--- src/rtl/fsa_pkg.sv ---
`timescale 1ns / 1ps

package fsa_pkg;

  // Grid size
  localparam int MAX_ROWS = 16;
  localparam int MAX_COLS = 16;

  // Field widths
  localparam int ROW_W     = 5;
  localparam int COL_W     = 5;
  localparam int FREE_W    = 10;
  localparam int CFG_W     = 5;
  localparam int CFG_IDX_W = 2;
  localparam int TAG_LO_W  = 64;
  localparam int TAG_HI_W  = 16;

  // Command codes
  localparam logic CMD_PARK  = 1'b0;
  localparam logic CMD_LEAVE = 1'b1;

  // Result status codes
  localparam logic [1:0] ST_ALLOC     = 2'd0;
  localparam logic [1:0] ST_FULL      = 2'd1;
  localparam logic [1:0] ST_RELEASED  = 2'd2;
  localparam logic [1:0] ST_NOT_FOUND = 2'd3;

  // Register indexes
  localparam logic [CFG_IDX_W-1:0] REG_ROWS = 2'd0;
  localparam logic [CFG_IDX_W-1:0] REG_COLS = 2'd1;

  // Force a written size into 1..maxv
  function automatic logic [CFG_W-1:0] clamp_size(logic [CFG_W-1:0] v, int maxv);
    logic [CFG_W-1:0] res;
    if (v == '0) begin
      res = CFG_W'(1);
    end else if (int'(v) > maxv) begin
      res = CFG_W'(maxv);
    end else begin
      res = v;
    end
    return res;
  endfunction

  localparam logic [CFG_W-1:0] RST_ROWS = clamp_size(CFG_W'(16), MAX_ROWS);
  localparam logic [CFG_W-1:0] RST_COLS = clamp_size(CFG_W'(16), MAX_COLS);

  typedef struct packed {
    logic                cmd;
    logic [TAG_LO_W-1:0] tag_low;
    logic [TAG_HI_W-1:0] tag_high;
  } fsa_in_t;

  typedef struct packed {
    logic [1:0]        status;
    logic [ROW_W-1:0]  slot_row;
    logic [COL_W-1:0]  slot_col;
    logic [FREE_W-1:0] free_left;
  } fsa_out_t;

  // Broadcast control from the sequencer to every cell
  typedef struct packed {
    logic                park_go;
    logic                leave_go;
    logic                init_en;
    logic [CFG_W-1:0]    init_cols;
    logic [CFG_W-1:0]    rows;
    logic [CFG_W-1:0]    cols;
    logic                rel_en;
    logic [ROW_W-1:0]    rel_row;
    logic [COL_W-1:0]    rel_col;
    logic [FREE_W-1:0]   rel_rank;
    logic [TAG_LO_W-1:0] tag_low;
    logic [TAG_HI_W-1:0] tag_high;
  } fsa_ctl_t;

  typedef enum logic [1:0] {
    FSA_IDLE,
    FSA_SCAN,
    FSA_PICK
  } fsa_state_t;

endpackage

--- src/rtl/fsa_cell.sv ---
`timescale 1ns / 1ps

module fsa_cell (
  input  logic                       clk,
  input  logic                       rst_n,
  input  fsa_pkg::fsa_ctl_t          ctl,
  input  logic [fsa_pkg::ROW_W-1:0]  cell_row,
  input  logic [fsa_pkg::COL_W-1:0]  cell_col,
  input  logic                       seen_in,
  output logic                       seen_out,
  output logic                       first
);

  logic                          taken_r;
  logic [fsa_pkg::FREE_W-1:0]    rank_r;
  logic                          sel_r;
  logic [fsa_pkg::TAG_LO_W-1:0]  tag_low_r;
  logic [fsa_pkg::TAG_HI_W-1:0]  tag_high_r;
  logic                          in_use;
  logic                          take;
  logic                          tag_hit;
  logic                          rel_hit;
  logic [fsa_pkg::FREE_W-1:0]    rank_base;

  assign in_use  = (cell_row < fsa_pkg::ROW_W'(ctl.rows)) &&
                   (cell_col < fsa_pkg::COL_W'(ctl.cols));
  assign take    = ctl.park_go && in_use && !taken_r &&
                   (rank_r == fsa_pkg::FREE_W'(1));
  assign tag_hit = (tag_low_r == ctl.tag_low) && (tag_high_r == ctl.tag_high);
  assign rel_hit = ctl.rel_en && (cell_row == ctl.rel_row) && (cell_col == ctl.rel_col);

  // Column position plus one; the row offset is added where the rank is loaded
  assign rank_base = fsa_pkg::FREE_W'(cell_col) + fsa_pkg::FREE_W'(1);

  // Rank and occupancy
  always_ff @(posedge clk) begin
    if (!rst_n) begin
      taken_r <= 1'b0;
      rank_r  <= fsa_pkg::FREE_W'(cell_row) * fsa_pkg::FREE_W'(fsa_pkg::RST_COLS) + rank_base;
    end else if (ctl.init_en) begin
      taken_r <= 1'b0;
      rank_r  <= fsa_pkg::FREE_W'(cell_row) * fsa_pkg::FREE_W'(ctl.init_cols) + rank_base;
    end else if (take) begin
      taken_r <= 1'b1;
    end else if (ctl.park_go && in_use && !taken_r) begin
      rank_r  <= rank_r - fsa_pkg::FREE_W'(1);
    end else if (rel_hit) begin
      taken_r <= 1'b0;
      rank_r  <= ctl.rel_rank;
    end
  end

  // Flag this cell as a candidate for the request just accepted
  always_ff @(posedge clk) begin
    if (!rst_n) begin
      sel_r <= 1'b0;
    end else if (ctl.park_go) begin
      sel_r <= take;
    end else if (ctl.leave_go) begin
      sel_r <= in_use && taken_r && tag_hit;
    end
  end

  // Store the tag of a parked item
  always_ff @(posedge clk) begin
    if (take) begin
      tag_low_r  <= ctl.tag_low;
      tag_high_r <= ctl.tag_high;
    end
  end

  // Hand the found flag to the right neighbor
  assign seen_out = seen_in | sel_r;
  assign first    = sel_r & ~seen_in;

endmodule

--- src/rtl/fsa_row.sv ---
`timescale 1ns / 1ps

module fsa_row (
  input  logic                       clk,
  input  logic                       rst_n,
  input  fsa_pkg::fsa_ctl_t          ctl,
  input  logic [fsa_pkg::ROW_W-1:0]  row_idx,
  input  logic                       scan_en,
  output logic                       any_r,
  output logic [fsa_pkg::COL_W-1:0]  col_r
);

  logic [fsa_pkg::MAX_COLS:0]   seen;
  logic [fsa_pkg::MAX_COLS-1:0] first;
  logic [fsa_pkg::COL_W-1:0]    col_nxt;

  assign seen[0] = 1'b0;

  // Chain of cells along the row
  for (genvar c = 0; c < fsa_pkg::MAX_COLS; c++) begin : g_cell
    fsa_cell u_cell (
      .clk      (clk),
      .rst_n    (rst_n),
      .ctl      (ctl),
      .cell_row (row_idx),
      .cell_col (fsa_pkg::COL_W'(c)),
      .seen_in  (seen[c]),
      .seen_out (seen[c+1]),
      .first    (first[c])
    );
  end

  // Encode the leftmost flagged column (at most one first bit is set)
  always_comb begin
    col_nxt = '0;
    for (int c = 0; c < fsa_pkg::MAX_COLS; c++) begin
      col_nxt = col_nxt | (first[c] ? fsa_pkg::COL_W'(c) : '0);
    end
  end

  // Register the row summary
  always_ff @(posedge clk) begin
    if (!rst_n) begin
      any_r <= 1'b0;
    end else if (scan_en) begin
      any_r <= seen[fsa_pkg::MAX_COLS];
    end
  end

  always_ff @(posedge clk) begin
    if (scan_en) begin
      col_r <= col_nxt;
    end
  end

endmodule

--- config.mk ---
export PLATFORM = sky130hd
export DESIGN_NAME = fsa_row
export DESIGN_NICKNAME = d
export VERILOG_FILES = /design/src/rtl/fsa_pkg.sv /design/src/rtl/fsa_cell.sv /design/src/rtl/fsa_row.sv
export SDC_FILE = /design/constraint.sdc
export NUM_CORES = 2
export LEC_CHECK = 0
export BUFFER_PORTS_ARGS = -buffer_cell sky130_fd_sc_hd__buf_4
export CAP_MARGIN = 20
export CORE_ASPECT_RATIO = 0.9
export CORE_UTILIZATION = 60
export CTS_CLUSTER_DIAMETER = 30
export CTS_CLUSTER_SIZE = 40
export DETAILED_ROUTE_END_ITERATION = 7
export PLACE_DENSITY_LB_ADDON = 0.08
export SLEW_MARGIN = 15
export SYNTH_ARGS = -nofsm -noshare
export SYNTH_HDL_FRONTEND = slang
export SYNTH_SLANG_ARGS = --single-unit
--- constraint.sdc ---
create_clock -name clk -period 17.3 [get_ports clk]
set_clock_uncertainty 0.2 [all_clocks]
set_input_delay 3.46 -clock clk [delete_from_list [all_inputs] [get_ports clk]]
set_output_delay 3.46 -clock clk [all_outputs]
set_load 0.02 [all_outputs]
==> results.tsv <==
stage	metric	value	unit
synth	synth.top_cell.area_share	61.8	%
min_path	hold_path.class	flip-flop to flip-flop	
floorplanning	die_x	362	um
timing	finalSetupViolations	0	
clock_network	total_cts_buffers	295	
placed_design	hpwlAfterDp	172000	um
power	power_per_cell_area	132	nW/um^2
synth	synth_area_leaders	sky130_fd_sc_hd__edfxtp_1 (62%), sky130_fd_sc_hd__xnor2_1 (10%), sky130_fd_sc_hd__xor2_1 (3.2%)	
clock_network	cts_tree	built	
synth	postSynth.topFlopCell	sky130_fd_sc_hd__edfxtp_1	
floorplanning	fp.dieArea	118000	sq um
placed_design	pre_cts_ws	8.20	ns
placed_design	io_buffers	131	
route	route.antenna.remaining_nets	0	
global_routing	groute.usage.overall	44.6	%
synth	synth_largest_area_cell	sky130_fd_sc_hd__edfxtp_1	
synth	yosysMostFrequentCell	sky130_fd_sc_hd__edfxtp_1	
route	dr_total_vias	51000	
global_routing	antenna_found_initial	26	
cells_and_area	drive_gt1_share	14.2	%
synth	synth-seq-cells	1477	
synth	synth_edf_count	1444	
clock_network	cts_resized	0	
critical_path	worstSetupPathType	primary input to flip-flop	
clock_network	clk_path_buf_depth	4	
route	routed_wl	265000	um
synth	synthesis.yosys.warnings	0	
clock_network	cts.repair_timing.setup_buffer_count	0	
timing	worst_slew_pin_slew	1.26	ns
synth	synth_common_cells	sky130_fd_sc_hd__edfxtp_1 (1444), sky130_fd_sc_hd__xnor2_1 (831), sky130_fd_sc_hd__xor2_1 (260), sky130_fd_sc_hd__nand2b_1 (246), sky130_fd_sc_hd__nand4_1 (221)	
cells_and_area	nets	5808	
global_routing	global_route_wire_length_before_repair	365000	um
cells_and_area	area_overhead_of_the_layout_relative_to_synthesis	18.5	%
timing	unrepaired_setup_endpoints_after_global_routing	false	
synth	ys_types	81	
floorplanning	fp.dieH	326	um
status	status	finished clean	
synth	syn_area_per_cell	13.3	sq um
clock_network	h-tree-depth	5	
synth	netlist_instances	5284	
power	p_leak	0.0274	uW
route	drc	0	
global_routing	grt_pass1_vias	47600	
global_routing	grt_max_degree	82	
timing	timing_hold_violations_final	0	
synth	postSynthNetCount	5490	
power	totalPowerFinal	11000	uW
timing	totalNegativeSetupSlack	0	ns
critical_path	setup.worst_path.end_class	flip-flop	
clock_network	cts-hold-fix-buffers	0	
placed_design	globalplace.congestion	1.03	
floorplanning	placeableCoreArea	115000	sq um
global_routing	grt_remaining_overflow	0	
timing	fin_crit_sh	48.1	%
clock_network	insertion_delay	0.91	ns
route	number_of_drc_violations_after_detailed_routing_iteration_0	9223	
timing	timing.final.crit_period	8.32	ns
route	drtPass1Iterations	6	
synth	synth_area	70100	sq um
floorplanning	floorplan.initialDensity	60.7	%
critical_path	worst_ep_arrival_time	8.68	ns
clock_network	clockRootBuffer	sky130_fd_sc_hd__clkbuf_16	
route	wl_per_cell	35.8	um
timing	timing.max_slew.rel_slack	15.5	%
timing	fin_hold_ws	0.324	ns
synth	asyncSetResetFlopFracSynth	0	%
route	route.detailed.vias_per_inst	6.91	
clock_network	register_clock_pin_slew_on_the_reported_worst_setup_and_hold_paths	0.04	ns
power	worst_ir_drop_vdd	0.119	mV
critical_path	cp-start-kind	primary input	
clock_network	tritoncts_num_sinks	1477	
floorplanning	std_cell_rows	118	
synth	seq_area_frac_synth	62.8	%
timing	max_slew_violations	0	
cells_and_area	final.fill_count	7825	
timing	fmax	120	MHz
floorplanning	io_pins	133	
timing	timing.final.ws_setup	8.98	ns
run	drv.max_cap_violation_count	0	
critical_path	worst-endpoint-required	17.66	ns
critical_path	worstPathMaxFanout	18	
cells_and_area	finalCoreUtilization	72.0	%
## metrics by stage
stage,instances,instance area [sq um]
detailed placement,6861,73200
global route,7383,83100
floorplan,5284,70100
finish,7390,83100
CTS,7377,83000
global placement,6861,73200
## per-layer routing
layer / wire length (um) / global-route usage (%) / up-vias / part of all wire, %
li1: - / - / 20600 / -
met1: 96100 / 61.9 / 25100 / 36
met2: 108000 / 61.6 / 4493 / 41
met3: 44200 / 16.0 / 856 / 17
met4: 16100 / 23.5 / 12 / 6.1
met5: 91 / 0 / - / 0.034
## report_power, final
group / switching [uW] / leakage [uW] / internal [uW]
Combinational: 857 / 0.00923 / 387
Sequential: 75.5 / 0.0135 / 4030
Clock: 1900 / 0.00472 / 3720
Total: 2830 / 0.0274 / 8130
## final cells by class
class / count / area (sq um) / area share (%)
Clock inverter: 186 / 1960 / 2.36
Sequential cell: 1477 / 44000 / 53.0
Antenna cell: 9 / 22.5 / 0.0271
Tap cell: 1560 / 1950 / 2.35
Inverter: 187 / 726 / 0.873
Clock buffer: 330 / 7830 / 9.42
Multi-Input combinational cell: 3347 / 24300 / 29.3
Timing Repair Buffer: 294 / 2250 / 2.71
## final timing paths
path	from	slack [ns]	cells past startpoint	endpoint
worst max register to register	g_cell[13].u_cell.taken_r	13.39	5	g_cell[13].u_cell.tag_high_r[13]
worst max-delay path	row_idx[2]	8.98	15	g_cell[0].u_cell.rank_r[8]
worst min-delay path	g_cell[5].u_cell.taken_r	0.32	2	g_cell[5].u_cell.taken_r
worst min register to register	g_cell[5].u_cell.taken_r	0.32	2	g_cell[5].u_cell.taken_r
## state kept, by name, summed over array words and instances, names as in the netlist
signal	cells
g_cell.u_cell.tag_high_r	256
g_cell.u_cell.rank_r	160
g_cell.u_cell.taken_r	16
g_cell.u_cell.sel_r	16
g_cell.u_cell.tag_low_r	1024
any_r	1
col_r	4
## kinds of logic after synthesis
kind of cell,count (synthesis),synth area share (%)
AOI/OAI and AO/OA,835,8.50
xor gates and xnor gates,1091,13.6
adders and majority gates,79,1.51
buffers and inverters,460,2.67
DFF,1477,62.8
muxes,36,0.519
other,1,0.00535
and+or+nand+nor,1305,10.4
## placed cells by master, fill, tap and decap left out, drive strengths merged, types with 17 or more instances in the layout
master	netlist	routed
edfxtp	1444	1444
xnor2	831	831
clkbuf	154	331
buf	119	293
xor2	260	260
nand2b	246	246
nand4	222	222
inv	177	194
nand2	172	172
nor4	160	160
nor2	156	156
a21oi	136	136
o21ai	120	120
clkinv	10	114
nor3	98	98
o2111ai	83	83
nand3	70	70
ha	70	70
o22ai	66	66
o2bb2ai	61	61
a22o	51	51
nor2b	50	50
o211ai	47	47
o221ai	46	46
a31oi	44	44
a211oi	38	38
or4	37	37
clkinvlp	0	34
mux2i	33	33
dfxtp	33	33
bufinv	0	31
and2	27	27
a2111oi	26	26
o31ai	17	17
## worst max-delay path: stages
cell and delay, ns:
sky130_fd_sc_hd__buf_4 0.18, sky130_fd_sc_hd__nand2_1 0.10, sky130_fd_sc_hd__fa_1 0.56, sky130_fd_sc_hd__fa_1 0.44, sky130_fd_sc_hd__fa_1 0.50, sky130_fd_sc_hd__inv_1 0.04, sky130_fd_sc_hd__ha_1 0.35, sky130_fd_sc_hd__o211ai_1 0.31
sky130_fd_sc_hd__and2_1 0.17, sky130_fd_sc_hd__buf_4 0.35, sky130_fd_sc_hd__ha_1 0.85, sky130_fd_sc_hd__and3_1 0.78, sky130_fd_sc_hd__o2111ai_1 0.24, sky130_fd_sc_hd__xnor2_1 0.19, sky130_fd_sc_hd__o221ai_1 0.12
Power figures use the tool's default switching activity.
